## config.mk

```make
export PLATFORM = sky130hd
export DESIGN_NAME = planar_to_chunky_pixel_unpacker_flat
export DESIGN_NICKNAME = d
export VERILOG_FILES = /design/src/rtl/p2c_pkg.sv /design/src/rtl/p2c_if.sv /design/src/rtl/p2c_cell.sv /design/src/rtl/planar_to_chunky_pixel_unpacker.sv /design/src/flat_wrapper.sv
export SDC_FILE = /design/constraint.sdc
export NUM_CORES = 1
export LEC_CHECK = 0
export BUFFER_PORTS_ARGS = -buffer_cell sky130_fd_sc_hd__buf_2
export CORE_MARGIN = 2
export CORE_UTILIZATION = 45
export DETAILED_ROUTE_END_ITERATION = 10
export PLACE_DENSITY = 0.6
export SLEW_MARGIN = 20
export SYNTH_ARGS = -nofsm -noshare
export SYNTH_HDL_FRONTEND = slang
export SYNTH_SLANG_ARGS = --single-unit
```

## constraint.sdc

```tcl
create_clock -name clock -period 8.3 [get_ports clock]
set_input_delay 1.245 -clock clock [delete_from_list [all_inputs] [get_ports clock]]
set_output_delay 1.245 -clock clock [all_outputs]
set_load 0.01 [all_outputs]
```

## src/rtl/p2c_pkg.sv

```systemverilog
package p2c_pkg;

   // Default number of plane cells the block is built with.
   localparam int MAX_PLANES_DEFAULT = 8;

   // Depth mode codes.
   localparam logic [2:0] MODE_MONO   = 3'd0;
   localparam logic [2:0] MODE_P2     = 3'd1;
   localparam logic [2:0] MODE_P4     = 3'd2;
   localparam logic [2:0] MODE_P8     = 3'd3;
   localparam logic [2:0] MODE_RGB565 = 3'd4;
   localparam logic [2:0] MODE_TRUE24 = 3'd5;

   // Register indexes on the configuration channel.
   localparam logic [1:0] REG_DEPTH_MODE  = 2'd0;
   localparam logic [1:0] REG_INVERT_MONO = 2'd1;

   // Results per completed group, by mode.
   localparam logic [4:0] CNT_MONO   = 5'd8;
   localparam logic [4:0] CNT_PLANAR = 5'd16;
   localparam logic [4:0] CNT_RGB565 = 5'd3;
   localparam logic [4:0] CNT_TRUE24 = 5'd1;

   typedef logic [7:0]  byte_type;
   typedef logic [15:0] word_type;
   typedef logic [2:0]  mode_type;
   typedef logic [1:0]  csr_index_type;
   typedef logic [2:0]  csr_data_type;

endpackage

```

## src/rtl/p2c_if.sv

```systemverilog
interface p2c_req_if;
   logic               valid;
   logic               ready;
   p2c_pkg::byte_type  data_byte;

   modport source (output valid, output data_byte, input ready);
   modport sink   (input valid, input data_byte, output ready);
endinterface

interface p2c_rsp_if;
   logic               valid;
   logic               ready;
   p2c_pkg::byte_type  pixel_value;
   logic               last_of_run;

   modport source (output valid, output pixel_value, output last_of_run, input ready);
   modport sink   (input valid, input pixel_value, input last_of_run, output ready);
endinterface

interface p2c_csr_if;
   logic                   valid;
   logic                   ready;
   p2c_pkg::csr_index_type index;
   p2c_pkg::csr_data_type  wdata;

   modport source (output valid, output index, output wdata, input ready);
   modport sink   (input valid, input index, input wdata, output ready);
endinterface

```

## src/rtl/p2c_cell.sv

```systemverilog
module p2c_cell (
   input  logic              clock,
   input  p2c_pkg::byte_type chain_in,
   input  logic              col_shift,
   input  logic              load,
   input  p2c_pkg::word_type load_word,
   input  logic              out_shift,
   output p2c_pkg::word_type col_word,
   output p2c_pkg::word_type out_word
);
   import p2c_pkg::*;

   word_type col_ff;
   word_type out_ff;

   // The collection word moves one byte toward the far end of the chain per beat.
   always_ff @(posedge clock) begin
      if (col_shift) begin
         col_ff <= {col_ff[7:0], chain_in};
      end
      if (load) begin
         out_ff <= load_word;
      end else if (out_shift) begin
         out_ff <= {out_ff[14:0], 1'b0};
      end
   end

   assign col_word = col_ff;
   assign out_word = out_ff;

endmodule

```

## src/rtl/planar_to_chunky_pixel_unpacker.sv

```systemverilog
// Channel   Direction  Payload                        Handshake
// req_chan  in         data_byte[7:0]                 valid / ready
// rsp_chan  out        pixel_value[7:0], last_of_run  valid / ready
// csr_chan  in         index[1:0], wdata[2:0]         valid / ready (always ready)
//
// The result port moves one beat per cycle while rsp_chan.valid and rsp_chan.ready are
// high, and that port sets the rate: a 1-plane byte gives 8 results, a planar group of
// 2*P bytes gives 16, an RGB565 word gives 3 and a 24-bit byte gives 1.
// Reset clears the mode, the byte position and the handshake state; the plane cells
// hold payload only and need no reset. A stalled result port holds the current beat,
// and the input keeps filling the collection words until one complete group waits.
module planar_to_chunky_pixel_unpacker #(
   parameter int MAX_PLANES = p2c_pkg::MAX_PLANES_DEFAULT
) (
   input  logic   clock,
   input  logic   reset,
   p2c_req_if.sink   req_chan,
   p2c_rsp_if.source rsp_chan,
   p2c_csr_if.sink   csr_chan
);
   import p2c_pkg::*;

   // Each cell holds one plane word. During collection the bytes ripple through the
   // chain, so after a full group the newest plane sits in cell 0 and plane 0 sits in
   // cell P-1. The output words are loaded in plane order and shift out MSB first.

   localparam logic [3:0] MaxPlanes = 4'(MAX_PLANES);

   mode_type   depth_mode_ff, depth_mode_in;
   logic       invert_mono_ff, invert_mono_in;
   logic [3:0] pos_ff, pos_in;
   logic       pend_ff, pend_in;
   logic [4:0] cnt_ff, cnt_in;
   mode_type   kind_ff, kind_in;

   logic       req_beat;
   logic       rsp_beat;
   logic       csr_beat;
   logic       xfer;
   logic       group_done;
   logic       out_shift;
   logic [3:0] plane_req;
   logic [3:0] planes;
   logic [4:0] need;
   logic [4:0] load_cnt;

   word_type   col_word  [MAX_PLANES];
   word_type   out_word  [MAX_PLANES];
   word_type   load_word [MAX_PLANES];
   logic [MAX_PLANES-1:0] msb_vec;

   assign csr_beat = csr_chan.valid && csr_chan.ready;
   assign rsp_beat = rsp_chan.valid && rsp_chan.ready;
   assign req_beat = req_chan.valid && req_chan.ready;

   // A waiting group moves into the output words once the last beat is leaving or none remains.
   assign xfer = pend_ff && ((cnt_ff == 5'd0) || (rsp_beat && (cnt_ff == 5'd1)));

   assign csr_chan.ready = 1'b1;
   assign req_chan.ready = !pend_ff || xfer;

   // Plane count for the planar modes, held to the number of cells built.
   always_comb begin
      case (depth_mode_ff)
         MODE_P2: plane_req = 4'd2;
         MODE_P4: plane_req = 4'd4;
         MODE_P8: plane_req = 4'd8;
         default: plane_req = 4'd1;
      endcase
      planes = (plane_req > MaxPlanes) ? MaxPlanes : plane_req;
      need   = (depth_mode_ff == MODE_RGB565) ? 5'd2 : {planes, 1'b0};
   end

   // Collection position and group completion.
   always_comb begin
      pos_in     = pos_ff;
      group_done = 1'b0;
      if (req_beat) begin
         case (depth_mode_ff)
            MODE_MONO, MODE_TRUE24: begin
               group_done = 1'b1;
            end
            MODE_P2, MODE_P4, MODE_P8, MODE_RGB565: begin
               if ((5'(pos_ff) + 5'd1) >= need) begin
                  group_done = 1'b1;
                  pos_in     = 4'd0;
               end else begin
                  pos_in = pos_ff + 4'd1;
               end
            end
            default: begin
               group_done = 1'b0;
            end
         endcase
      end
      if (csr_beat && (csr_chan.index == REG_DEPTH_MODE)) begin
         pos_in = 4'd0;
      end
   end

   // Configuration registers; they are to be written only while the block is idle (the block does not enforce this).
   always_comb begin
      depth_mode_in  = depth_mode_ff;
      invert_mono_in = invert_mono_ff;
      if (csr_beat) begin
         case (csr_chan.index)
            REG_DEPTH_MODE:  depth_mode_in  = csr_chan.wdata;
            REG_INVERT_MONO: invert_mono_in = csr_chan.wdata[0];
            default:         depth_mode_in  = depth_mode_ff;
         endcase
      end
   end

   always_comb begin
      case (depth_mode_ff)
         MODE_MONO:   load_cnt = CNT_MONO;
         MODE_RGB565: load_cnt = CNT_RGB565;
         MODE_TRUE24: load_cnt = CNT_TRUE24;
         default:     load_cnt = CNT_PLANAR;
      endcase
   end

   // Pending flag and output beat counter.
   always_comb begin
      pend_in = pend_ff;
      if (xfer) begin
         pend_in = 1'b0;
      end
      if (group_done) begin
         pend_in = 1'b1;
      end
      cnt_in  = cnt_ff;
      kind_in = kind_ff;
      if (xfer) begin
         cnt_in  = load_cnt;
         kind_in = depth_mode_ff;
      end else if (rsp_beat) begin
         cnt_in = cnt_ff - 5'd1;
      end
   end

   always_ff @(posedge clock) begin
      if (reset) begin
         depth_mode_ff  <= MODE_MONO;
         invert_mono_ff <= 1'b0;
         pos_ff         <= 4'd0;
         pend_ff        <= 1'b0;
         cnt_ff         <= 5'd0;
         kind_ff        <= MODE_MONO;
      end else begin
         depth_mode_ff  <= depth_mode_in;
         invert_mono_ff <= invert_mono_in;
         pos_ff         <= pos_in;
         pend_ff        <= pend_in;
         cnt_ff         <= cnt_in;
         kind_ff        <= kind_in;
      end
   end

   // Only the bit-per-pixel layouts walk through the output words.
   assign out_shift = rsp_beat && ((kind_ff == MODE_MONO) || (kind_ff == MODE_P2) ||
                                   (kind_ff == MODE_P4) || (kind_ff == MODE_P8));

   for (genvar j = 0; j < MAX_PLANES; j++) begin : g_cell
      byte_type chain_in;

      if (j == 0) begin : g_head
         assign chain_in = req_chan.data_byte;
      end else begin : g_link
         assign chain_in = col_word[j-1][15:8];
      end

      // Output cell j takes plane j, which the collection chain holds in cell P-1-j.
      // Cells above the plane count load zero, so the pixel needs no masking.
      always_comb begin
         load_word[j] = '0;
         case (depth_mode_ff)
            MODE_MONO: begin
               if (j == 0) begin
                  load_word[j] = {col_word[0][7:0] ^ {8{invert_mono_ff}}, 8'h00};
               end
            end
            MODE_P2, MODE_P4, MODE_P8: begin
               for (int i = 0; i < MAX_PLANES; i++) begin
                  if ((j < int'(planes)) && (i == int'(planes) - 1 - j)) begin
                     load_word[j] = col_word[i];
                  end
               end
            end
            MODE_RGB565, MODE_TRUE24: begin
               if (j == 0) begin
                  load_word[j] = col_word[0];
               end
            end
            default: begin
               load_word[j] = '0;
            end
         endcase
      end

      p2c_cell u_cell (
         .clock     (clock),
         .chain_in  (chain_in),
         .col_shift (req_beat),
         .load      (xfer),
         .load_word (load_word[j]),
         .out_shift (out_shift),
         .col_word  (col_word[j]),
         .out_word  (out_word[j])
      );

      assign msb_vec[j] = out_word[j][15];
   end

   // Result formatting by the layout of the group now being sent.
   always_comb begin
      case (kind_ff)
         MODE_RGB565: begin
            if (cnt_ff == CNT_RGB565) begin
               rsp_chan.pixel_value = {out_word[0][15:11], 3'b000};
            end else if (cnt_ff == 5'd2) begin
               rsp_chan.pixel_value = {out_word[0][10:5], 2'b00};
            end else begin
               rsp_chan.pixel_value = {out_word[0][4:0], 3'b000};
            end
         end
         MODE_TRUE24: begin
            rsp_chan.pixel_value = out_word[0][7:0];
         end
         default: begin
            rsp_chan.pixel_value = 8'(msb_vec);
         end
      endcase
   end

   assign rsp_chan.valid       = (cnt_ff != 5'd0);
   assign rsp_chan.last_of_run = (cnt_ff == 5'd1);

endmodule
```

## src/flat_wrapper.sv

```systemverilog
// flat-port wrapper written by rule: the top's interface ports become plain ports
module planar_to_chunky_pixel_unpacker_flat import p2c_pkg::*;
#(
   parameter int MAX_PLANES = p2c_pkg::MAX_PLANES_DEFAULT
)
  (clock, reset, req_chan_valid, req_chan_data_byte, req_chan_ready, rsp_chan_valid, rsp_chan_pixel_value, rsp_chan_last_of_run, rsp_chan_ready, csr_chan_valid, csr_chan_index, csr_chan_wdata, csr_chan_ready);
  p2c_req_if req_chan_i ();
  p2c_rsp_if rsp_chan_i ();
  p2c_csr_if csr_chan_i ();
  input  logic clock;
  input  logic reset;
  input wire logic [$bits(req_chan_i.valid)-1:0] req_chan_valid;
  input wire logic [$bits(req_chan_i.data_byte)-1:0] req_chan_data_byte;
  output wire logic [$bits(req_chan_i.ready)-1:0] req_chan_ready;
  output wire logic [$bits(rsp_chan_i.valid)-1:0] rsp_chan_valid;
  output wire logic [$bits(rsp_chan_i.pixel_value)-1:0] rsp_chan_pixel_value;
  output wire logic [$bits(rsp_chan_i.last_of_run)-1:0] rsp_chan_last_of_run;
  input wire logic [$bits(rsp_chan_i.ready)-1:0] rsp_chan_ready;
  input wire logic [$bits(csr_chan_i.valid)-1:0] csr_chan_valid;
  input wire logic [$bits(csr_chan_i.index)-1:0] csr_chan_index;
  input wire logic [$bits(csr_chan_i.wdata)-1:0] csr_chan_wdata;
  output wire logic [$bits(csr_chan_i.ready)-1:0] csr_chan_ready;
  assign req_chan_i.valid = req_chan_valid;
  assign req_chan_i.data_byte = req_chan_data_byte;
  assign req_chan_ready = req_chan_i.ready;
  assign rsp_chan_valid = rsp_chan_i.valid;
  assign rsp_chan_pixel_value = rsp_chan_i.pixel_value;
  assign rsp_chan_last_of_run = rsp_chan_i.last_of_run;
  assign rsp_chan_i.ready = rsp_chan_ready;
  assign csr_chan_i.valid = csr_chan_valid;
  assign csr_chan_i.index = csr_chan_index;
  assign csr_chan_i.wdata = csr_chan_wdata;
  assign csr_chan_ready = csr_chan_i.ready;
  planar_to_chunky_pixel_unpacker #(.MAX_PLANES(MAX_PLANES)) u_core (.clock(clock), .reset(reset), .req_chan(req_chan_i), .rsp_chan(rsp_chan_i), .csr_chan(csr_chan_i));
endmodule
```

==> results of run 1 <==
## layout make-up
class                      count  area share
clock inverter                15     0.00676
tap                          378      0.0336
timing repair buffer          42      0.0174
multi-input combinational    695       0.308
inverter                      24     0.00640
sequential                   273       0.571
clock buffer                  38      0.0570
## routing by layer
| layer | GRT usage | vias to the layer above | wire length, um |
|---|---|---|---|
| met5 | 0 | - | 27 |
| met4 | 0.119 | 4 | 1690 |
| met3 | 0.0525 | 96 | 3230 |
| met2 | 0.417 | 436 | 17900 |
| met1 | 0.370 | 4433 | 16200 |
| li1 | - | 4046 | - |
## power breakdown
group	switching [W]	internal [W]
Combinational	0.000825	0.000423
Sequential	0.000383	0.00231
Clock	0.000536	0.000707
Total	0.00174	0.00344
## synthesized netlist by cell type, types with 13 or more instances
cell,number
sky130_fd_sc_hd__dfxtp_1,17
sky130_fd_sc_hd__clkbuf_1,41
sky130_fd_sc_hd__nand2_1,163
sky130_fd_sc_hd__buf_2,16
sky130_fd_sc_hd__o21ai_0,83
sky130_fd_sc_hd__a22o_1,17
sky130_fd_sc_hd__mux2i_1,21
sky130_fd_sc_hd__a221o_1,37
sky130_fd_sc_hd__nor2_1,36
sky130_fd_sc_hd__ha_1,26
sky130_fd_sc_hd__and3_1,39
sky130_fd_sc_hd__nand3_1,39
sky130_fd_sc_hd__inv_1,22
sky130_fd_sc_hd__nor3_1,13
sky130_fd_sc_hd__a22oi_1,21
sky130_fd_sc_hd__edfxtp_1,256
sky130_fd_sc_hd__a21oi_1,35
## stage by stage
step	util	setup WS, ns
after floorplan	-	2.27
after global placement	0.474	4.11
after detailed placement	0.474	3.99
after CTS	0.506	3.98
after global routing	0.506	3.99
final	0.506	4.23
## worst max-delay path: stages (launching register included)
cell and delay, ns:
sky130_fd_sc_hd__dfxtp_1 0.30, sky130_fd_sc_hd__buf_4 0.26, sky130_fd_sc_hd__inv_1 0.38, sky130_fd_sc_hd__nand2_1 0.17
sky130_fd_sc_hd__ha_1 0.33, sky130_fd_sc_hd__buf_4 0.31, sky130_fd_sc_hd__ha_1 0.20, sky130_fd_sc_hd__nand2_1 0.04
sky130_fd_sc_hd__nand2_1 0.08, sky130_fd_sc_hd__ha_1 0.22, sky130_fd_sc_hd__nor3_1 0.61, sky130_fd_sc_hd__nand3_2 0.20
sky130_fd_sc_hd__or4_4 0.58, sky130_fd_sc_hd__o21ai_0 0.20
## state kept, by name, indices dropped and copies added, names as in the netlist
name                           count
u_core.cnt_ff                      5
u_core.pos_ff                      4
u_core.g_cell.u_cell.col_word    128
u_core.g_cell.u_cell.out_word    128
u_core.depth_mode_ff               3
u_core.invert_mono_ff              1
u_core.kind_ff                     3
u_core.pend_ff                     1
## worst max-delay path by stage
stage                                           endpoint  slack (ns)  cells past startpoint
finish              u_core.g_cell[1].u_cell.out_word[15]        4.23                     13
global route        u_core.g_cell[5].u_cell.out_word[15]        3.99                     12
CTS                 u_core.g_cell[5].u_cell.out_word[15]        3.98                     12
detailed placement  u_core.g_cell[5].u_cell.out_word[15]        3.99                     12
global placement    u_core.g_cell[5].u_cell.out_word[14]        4.11                     12
floorplan            u_core.g_cell[0].u_cell.out_word[0]        2.27                      6
## logic make-up after synthesis
kind of cell / after synthesis
other cells: 1
flops: 273
fa+ha+maj: 26
compound gates: 280
mux: 25
xor+xnor: 11
simple gates: 340
buf+inv: 94
==> results.ini, run 1 <==
[worst_hold_path]
hp-start = u_core.g_cell[7].u_cell.col_word[6]
worstHoldEndpoint = u_core.g_cell[7].u_cell.col_word[14]
hold_path.class = reg2reg
number_of_instances_on_the_worst_hold_path = 0

[route]
via_to_cell_ratio = 6.15
drc = 0
detailedRoute.firstIterationViolations = 1011
drtAntennaViolNets = 0
detail_route.wl_per_cell_um = 26.7
drt_pass1_iterations = 5
num_vias = 9015
detail_route.wirelength_mm = 39.0

[worst_setup_path]
worstReg2RegStart = u_core.depth_mode_ff[2]
crit_path_end_kind = flip-flop
r2r_slack_ns = 4.23
critical_path_class = reg2reg
reg2regPathDepth = 13
regToRegEndpoint = u_core.g_cell[1].u_cell.out_word[15]
worst-path-max-fanout = 41
cp.arrival_ns = 4.47
crit_required_ns = 8.70
critical_path.startpoint = u_core.depth_mode_ff[2]
cp-start-kind = flip-flop

[synth]
syn_avg_cell_area_sq_um = 12.1
synth-async-reset-ratio = 0
main_combinational_cell_family_by_area_after_synthesis = compound AO/OA/AOI/OAI gates
ys_warn_count = 0
synth-simple-area-share = 0.127
syn_area_sq_mm = 0.0127
synthesis.instances = 1050
synth-xor-area-share = 0.00761
yosys_register_bits = 273
synth.top_cells.by_area = sky130_fd_sc_hd__edfxtp_1 (61%), sky130_fd_sc_hd__nand2_1 (4.8%), sky130_fd_sc_hd__o21ai_0 (3.3%)
synthDominantAreaCellType = sky130_fd_sc_hd__edfxtp_1
ys_flop_type = sky130_fd_sc_hd__edfxtp_1
yosysUniqueCellTypes = 66
compound_gate_fraction_of_synth_area = 0.154
synth_top_area_share = 0.607
synth_enable_flop_cells = 256
synth_fa_ha_area_frac = 0.0257
synth.area.mux_share = 0.0202
seq_area_frac_synth = 0.634

[timing]
max_slew.worst_pin.slew_ns = 1.02
slew_violations = 0
max_freq_ghz = 0.246
setup_viol = 0
worst_slew_margin_rel = 0.322
timing.clock.skew_ns = 0.0146
finalCritPeriodShare = 0.491
fin_tns_setup_ns = 0
finalCriticalPeriod_ns = 4.07
grt_setup_unrepaired = false
finalHoldViolations = 0
final.hold.worst_slack_ns = 0.454

[clock_network]
clock_tree.root_cell = sky130_fd_sc_hd__clkbuf_16
worst_skew_pair.late_latency_ns = 0.56
clkSlewWorstSetupHoldPaths_ns = 0.06
cts.sink_count = 273
tritoncts.num_buffers = 30
post_cts.resized_instances = 0
tritoncts = done
cts.htree.levels = 1
ctsLongestPathBuffers = 3
cts_setup_buffers = 0
ctsHoldBuffers = 0

[power_and_ir_drop]
static-leakage-power_nw = 5.18
total_power_w = 0.00519
pwr_density_cell_mw_per_mm2 = 369
peakVddDrop_mv = 0.177

[place]
place.detailed.instances = 1412
io_buffers = 28
gp_congestion = 0.970
placed_area_sq_mm = 0.0132
post-dp-hpwl_mm = 26.1

[cells_and_area]
fillerInstances = 2493
final_common_cell = sky130_fd_sc_hd__edfxtp_1
ff_latch_area_sq_mm = 0.00803
nets = 1110
number_of_standard_cells_in_the_final_layout_excluding_fillers = 1465
antenna-diode-count = 0
mostFrequentLayoutCells = sky130_fd_sc_hd__edfxtp_1 (256), sky130_fd_sc_hd__nand2_1 (163), sky130_fd_sc_hd__o21ai_0 (83)
share_of_post_route_cells_with_drive_strength_above_1 = 0.0938
post-route-cell-area_sq_mm = 0.0141
syn_to_final_growth_pct = 11.1
multi_input_area_sq_mm = 0.00434

[die]
row_count = 61
ioPinCount = 30
fp.dieW_um = 172
die_height_um = 172
placeableCoreArea_sq_mm = 0.0278
initial_core_util = 0.456
die_ar_sq_mm = 0.0295

[outcome]
outcome = complete, no violations

[global_routing]
global_route_total_usage_across_every_layer = 0.269
maximum_number_of_pins_on_one_net_before_global_route_repair = 73
overflow = 0
first_pass_grt_wire_length_mm = 57.3
antenna_violations_before_repair = 3
grt_pass1_vias = 8504

[run]
cap_viol_max_count = 0

(Power assumes the default switching activity.)
==> run 2, diff against run 1 <==
--- a/config.mk
+++ b/config.mk
@@ -5,11 +5,12 @@
 export SDC_FILE = /design/constraint.sdc
 export NUM_CORES = 1
 export LEC_CHECK = 0
+export ABC_AREA = 1
 export BUFFER_PORTS_ARGS = -buffer_cell sky130_fd_sc_hd__buf_2
 export CORE_MARGIN = 2
 export CORE_UTILIZATION = 45
 export DETAILED_ROUTE_END_ITERATION = 10
-export PLACE_DENSITY = 0.6
+export PLACE_DENSITY = 0.58
 export SLEW_MARGIN = 20
 export SYNTH_ARGS = -nofsm -noshare
 export SYNTH_HDL_FRONTEND = slang
==> constraint.sdc (replaced) <==
create_clock -name clock -period 4.2 [get_ports clock]
set_input_delay 0.63 -clock clock [delete_from_list [all_inputs] [get_ports clock]]
set_output_delay 0.63 -clock clock [all_outputs]
set_load 0.01 [all_outputs]
==> run 2 against run 1 <==
Fmax up 6.9%. Cell count up 24%. Area after synthesis up 5.0%. Sequential power up 87%. Clock skew down 0.0076 ns. Count of clock-buffer cells in the layout down 3. Clock power up 98%. Register-to-register slack worse by 3.8 ns.
==> results.ini, run 2 <==
[outcome]
outcome = complete, no violations

[power_and_ir_drop]
total_power_w = 0.00988  ; +90%
static-leakage-power_nw = 5.99  ; +16%
seq_power_share = 0.511  ; -0.009
power.share.clock = 0.248  ; +0.008
peakVddDrop_mv = 0.583  ; +230%
net-switching-power_w = 0.00331  ; +90%
p_int_w = 0.00657  ; +91%
pwr_density_cell_mw_per_mm2 = 669  ; +82%
p_sw_frac = 0.335  ; -0.00129
comb_power_share = 0.241  ; about the same

[global_routing]
maximum_number_of_pins_on_one_net_before_global_route_repair = 169  ; +130%
first_pass_grt_wire_length_mm = 59.3  ; +3.5%
global_route_total_usage_across_every_layer = 0.255  ; -0.0147
antenna_violations_before_repair = 1  ; -2
overflow = 0  ; unchanged
grt_pass1_vias = 9746  ; +15%

[synth]
syn_area_sq_mm = 0.0133  ; +5.0%
main_combinational_cell_family_by_area_after_synthesis = simple AND/OR/NAND/NOR gates
syn_avg_cell_area_sq_um = 9.55  ; -21%
seq_area_frac_synth = 0.603  ; -0.0304
synthesis.instances = 1393  ; +33%
synth-simple-area-share = 0.182  ; +0.0547
most_frequent_cells_after_synthesis = sky130_fd_sc_hd__nand2_1 (389), sky130_fd_sc_hd__edfxtp_1 (256), sky130_fd_sc_hd__inv_1 (136), sky130_fd_sc_hd__o21ai_0 (115), sky130_fd_sc_hd__nor2_1 (95)
compound_gate_fraction_of_synth_area = 0.118  ; -0.0364
yosys_register_bits = 273  ; unchanged
synth.area.mux_share = 0.000752  ; -0.0194
ys_warn_count = 0  ; unchanged
synthDominantAreaCellType = sky130_fd_sc_hd__edfxtp_1
synth-async-reset-ratio = 0  ; unchanged
yosys.cell_count.top_type = sky130_fd_sc_hd__nand2_1
synth.top_cells.by_area = sky130_fd_sc_hd__edfxtp_1 (58%), sky130_fd_sc_hd__nand2_1 (11%), sky130_fd_sc_hd__o21ai_0 (4.3%)
synth_top_area_share = 0.578  ; -0.0291
synth_enable_flop_cells = 256  ; unchanged
ys_flop_type = sky130_fd_sc_hd__edfxtp_1
synth-xor-area-share = 0.00658  ; -0.00102
yosysUniqueCellTypes = 41  ; -38%
synth_fa_ha_area_frac = 0.0245  ; -0.00123

[cells_and_area]
number_of_standard_cells_in_the_final_layout_excluding_fillers = 1814  ; +24%
nets = 1452  ; +31%
mostFrequentLayoutCells = sky130_fd_sc_hd__nand2_1 (389), sky130_fd_sc_hd__edfxtp_1 (256), sky130_fd_sc_hd__inv_1 (135)
share_of_post_route_cells_with_drive_strength_above_1 = 0.0762  ; -0.0176
antenna-diode-count = 0  ; unchanged
fillerInstances = 2662  ; +6.8%
syn_to_final_growth_pct = 10.9
final_common_cell = sky130_fd_sc_hd__nand2_1

[route]
detail_route.wirelength_mm = 38.7  ; -0.93%
detail_route.wl_per_cell_um = 21.3  ; -20%
via_to_cell_ratio = 5.62  ; -8.6%
detailedRoute.firstIterationViolations = 1153  ; +14%
num_vias = 10200  ; +13%
drtAntennaViolNets = 0  ; unchanged
drt_pass1_iterations = 7  ; +2
drc = 0  ; unchanged

[timing]
slew_violations = 0  ; unchanged
max_freq_ghz = 0.262  ; +6.9%
setup_viol = 0  ; unchanged
max_slew.worst_pin.slew_ns = 0.923  ; -0.0945 ns
timing.clock.skew_ns = 0.00699  ; -0.00765 ns
setup_ws_ns = 0.389  ; -3.84 ns
finalCriticalPeriod_ns = 3.81  ; -0.262 ns
finalHoldViolations = 0  ; unchanged
worst_slew_margin_rel = 0.384  ; +0.0623
finalCritPeriodShare = 0.907  ; +0.417
grt_setup_unrepaired = false
fin_tns_setup_ns = 0  ; unchanged

[clock_network]
clock_tree.root_cell = sky130_fd_sc_hd__clkbuf_16
ctsHoldBuffers = 0  ; unchanged
worst_skew_pair.late_latency_ns = 0.55  ; about the same
cts.htree.levels = 1  ; unchanged
ctsLongestPathBuffers = 3  ; unchanged
clkSlewWorstSetupHoldPaths_ns = 0.06  ; about the same
post_cts.resized_instances = 0  ; unchanged
tritoncts.num_buffers = 28  ; -6.7%
cts_setup_buffers = 0  ; unchanged
tritoncts = done
cts.sink_count = 273  ; unchanged

[die]
fp.dieW_um = 176  ; +2.4%
die_ar_sq_mm = 0.0310  ; +4.9%
placeableCoreArea_sq_mm = 0.0289  ; +4.2%
die_height_um = 176  ; +2.4%
initial_core_util = 0.460  ; +0.00388
ioPinCount = 30  ; unchanged
row_count = 62  ; +1.6%

[worst_setup_path]
worst-path-max-fanout = 20  ; -51%
r2r_slack_ns = 0.39  ; -3.84 ns
crit_required_ns = 4.60  ; -4.10 ns
critical_path_class = reg2reg
cp.arrival_ns = 4.21  ; -0.26 ns
crit_path_end_kind = flip-flop
cp-start-kind = flip-flop

[place]
gp_congestion = 0.888  ; -8.5%
io_buffers = 28  ; unchanged
post-dp-hpwl_mm = 26.2  ; +0.61%
place.detailed.instances = 1762  ; +25%
place_worst_setup_slack_ns = 0.498  ; -3.50 ns

[worst_hold_path]
hold_path.class = in2reg

[run]
cap_viol_max_count = 0  ; unchanged

[run 2: cell count changes after synthesis, sizes merged, moves of 9 or more]
cell / delta
nand2: +232
inv: +121
nor2: +59
o21ai: +48
and3: -39
a221o: -37
nand3: +36
o211ai: +30
o22ai: +23
mux2i: -20
a22o: -16
a22oi: -16
a221oi: -11
a2bb2oi: -9
[run 2: power by group through the flow]
stage	clock (W)	sequential, W	combinational [W]
CTS	0.00249	0.00504	0.00239
detailed placement	0	0.00509	0.00238
global placement	0	0.00508	0.00235
floorplan	0	0.00484	0.00168
finish	0.00245	0.00505	0.00238
global route	0.00260	0.00513	0.00271
[run 2: final timing paths]
check                                      start                                   to  cells past startpoint
min reg2reg  u_core.g_cell[4].u_cell.col_word[8]  u_core.g_cell[5].u_cell.col_word[0]                      0
max reg2reg              u_core.depth_mode_ff[2]  u_core.g_cell[1].u_cell.out_word[5]                     16
max                      u_core.depth_mode_ff[2]  u_core.g_cell[1].u_cell.out_word[5]                     16
min                        req_chan_data_byte[3]  u_core.g_cell[0].u_cell.col_word[3]                      1
[run 2: cell type report]
| cell class | instances | area, sq um | area share |
|---|---|---|---|
| sequential | 273 | 8030 | 0.544 |
| multi-input combinational | 914 | 4490 | 0.304 |
| clock buffer | 35 | 748 | 0.0507 |
| inverter | 146 | 552 | 0.0374 |
| tap | 384 | 480 | 0.0326 |
| timing repair buffer | 45 | 318 | 0.0215 |
| clock inverter | 17 | 141 | 0.00958 |
[run 2: per-layer routing]
metal / global-route usage / routed length [um] / vias to the layer above
met2: 0.401 / 17700 / 374
met5: 0 / 0 / -
met1: 0.359 / 16800 / 4935
met4: 0.109 / 1730 / 0
met3: 0.0304 / 2510 / 101
li1: - / - / 4789
[run 2: kinds of logic after synthesis]
kind of cell	after synthesis
AOI/OAI and AO/OA	270
xor gates and xnor gates	10
adders and majority gates	26
buffers and inverters	218
DFF	273
muxes	1
other	1
and+or+nand+nor	594
[run 2: worst max-delay path, stage by stage, from the launching register on]
cell and delay, ns:
sky130_fd_sc_hd__dfxtp_1 0.35, sky130_fd_sc_hd__inv_2 0.33, sky130_fd_sc_hd__nand2_1 0.18, sky130_fd_sc_hd__ha_1 0.50, sky130_fd_sc_hd__ha_1 0.19, sky130_fd_sc_hd__nand2_1 0.05
sky130_fd_sc_hd__nand2_1 0.06, sky130_fd_sc_hd__ha_1 0.21, sky130_fd_sc_hd__inv_1 0.08, sky130_fd_sc_hd__nand3_1 0.07, sky130_fd_sc_hd__nor2_1 0.14, sky130_fd_sc_hd__inv_1 0.07
sky130_fd_sc_hd__nor2_1 0.16, sky130_fd_sc_hd__nand3_1 0.65, sky130_fd_sc_hd__o22ai_1 0.34, sky130_fd_sc_hd__o22ai_1 0.10, sky130_fd_sc_hd__o21ai_0 0.16
[run 2: through the flow]
step	utilization	hold WS, ns	cell area [sq um]
2_1_floorplan	-	0.421	13400
3_3_place_gp	0.479	0.429	13900
3_5_place_dp	0.479	0.433	13900
4_1_cts	0.510	0.233	14800
5_1_grt	0.510	0.236	14800
6_report	0.510	0.250	14800
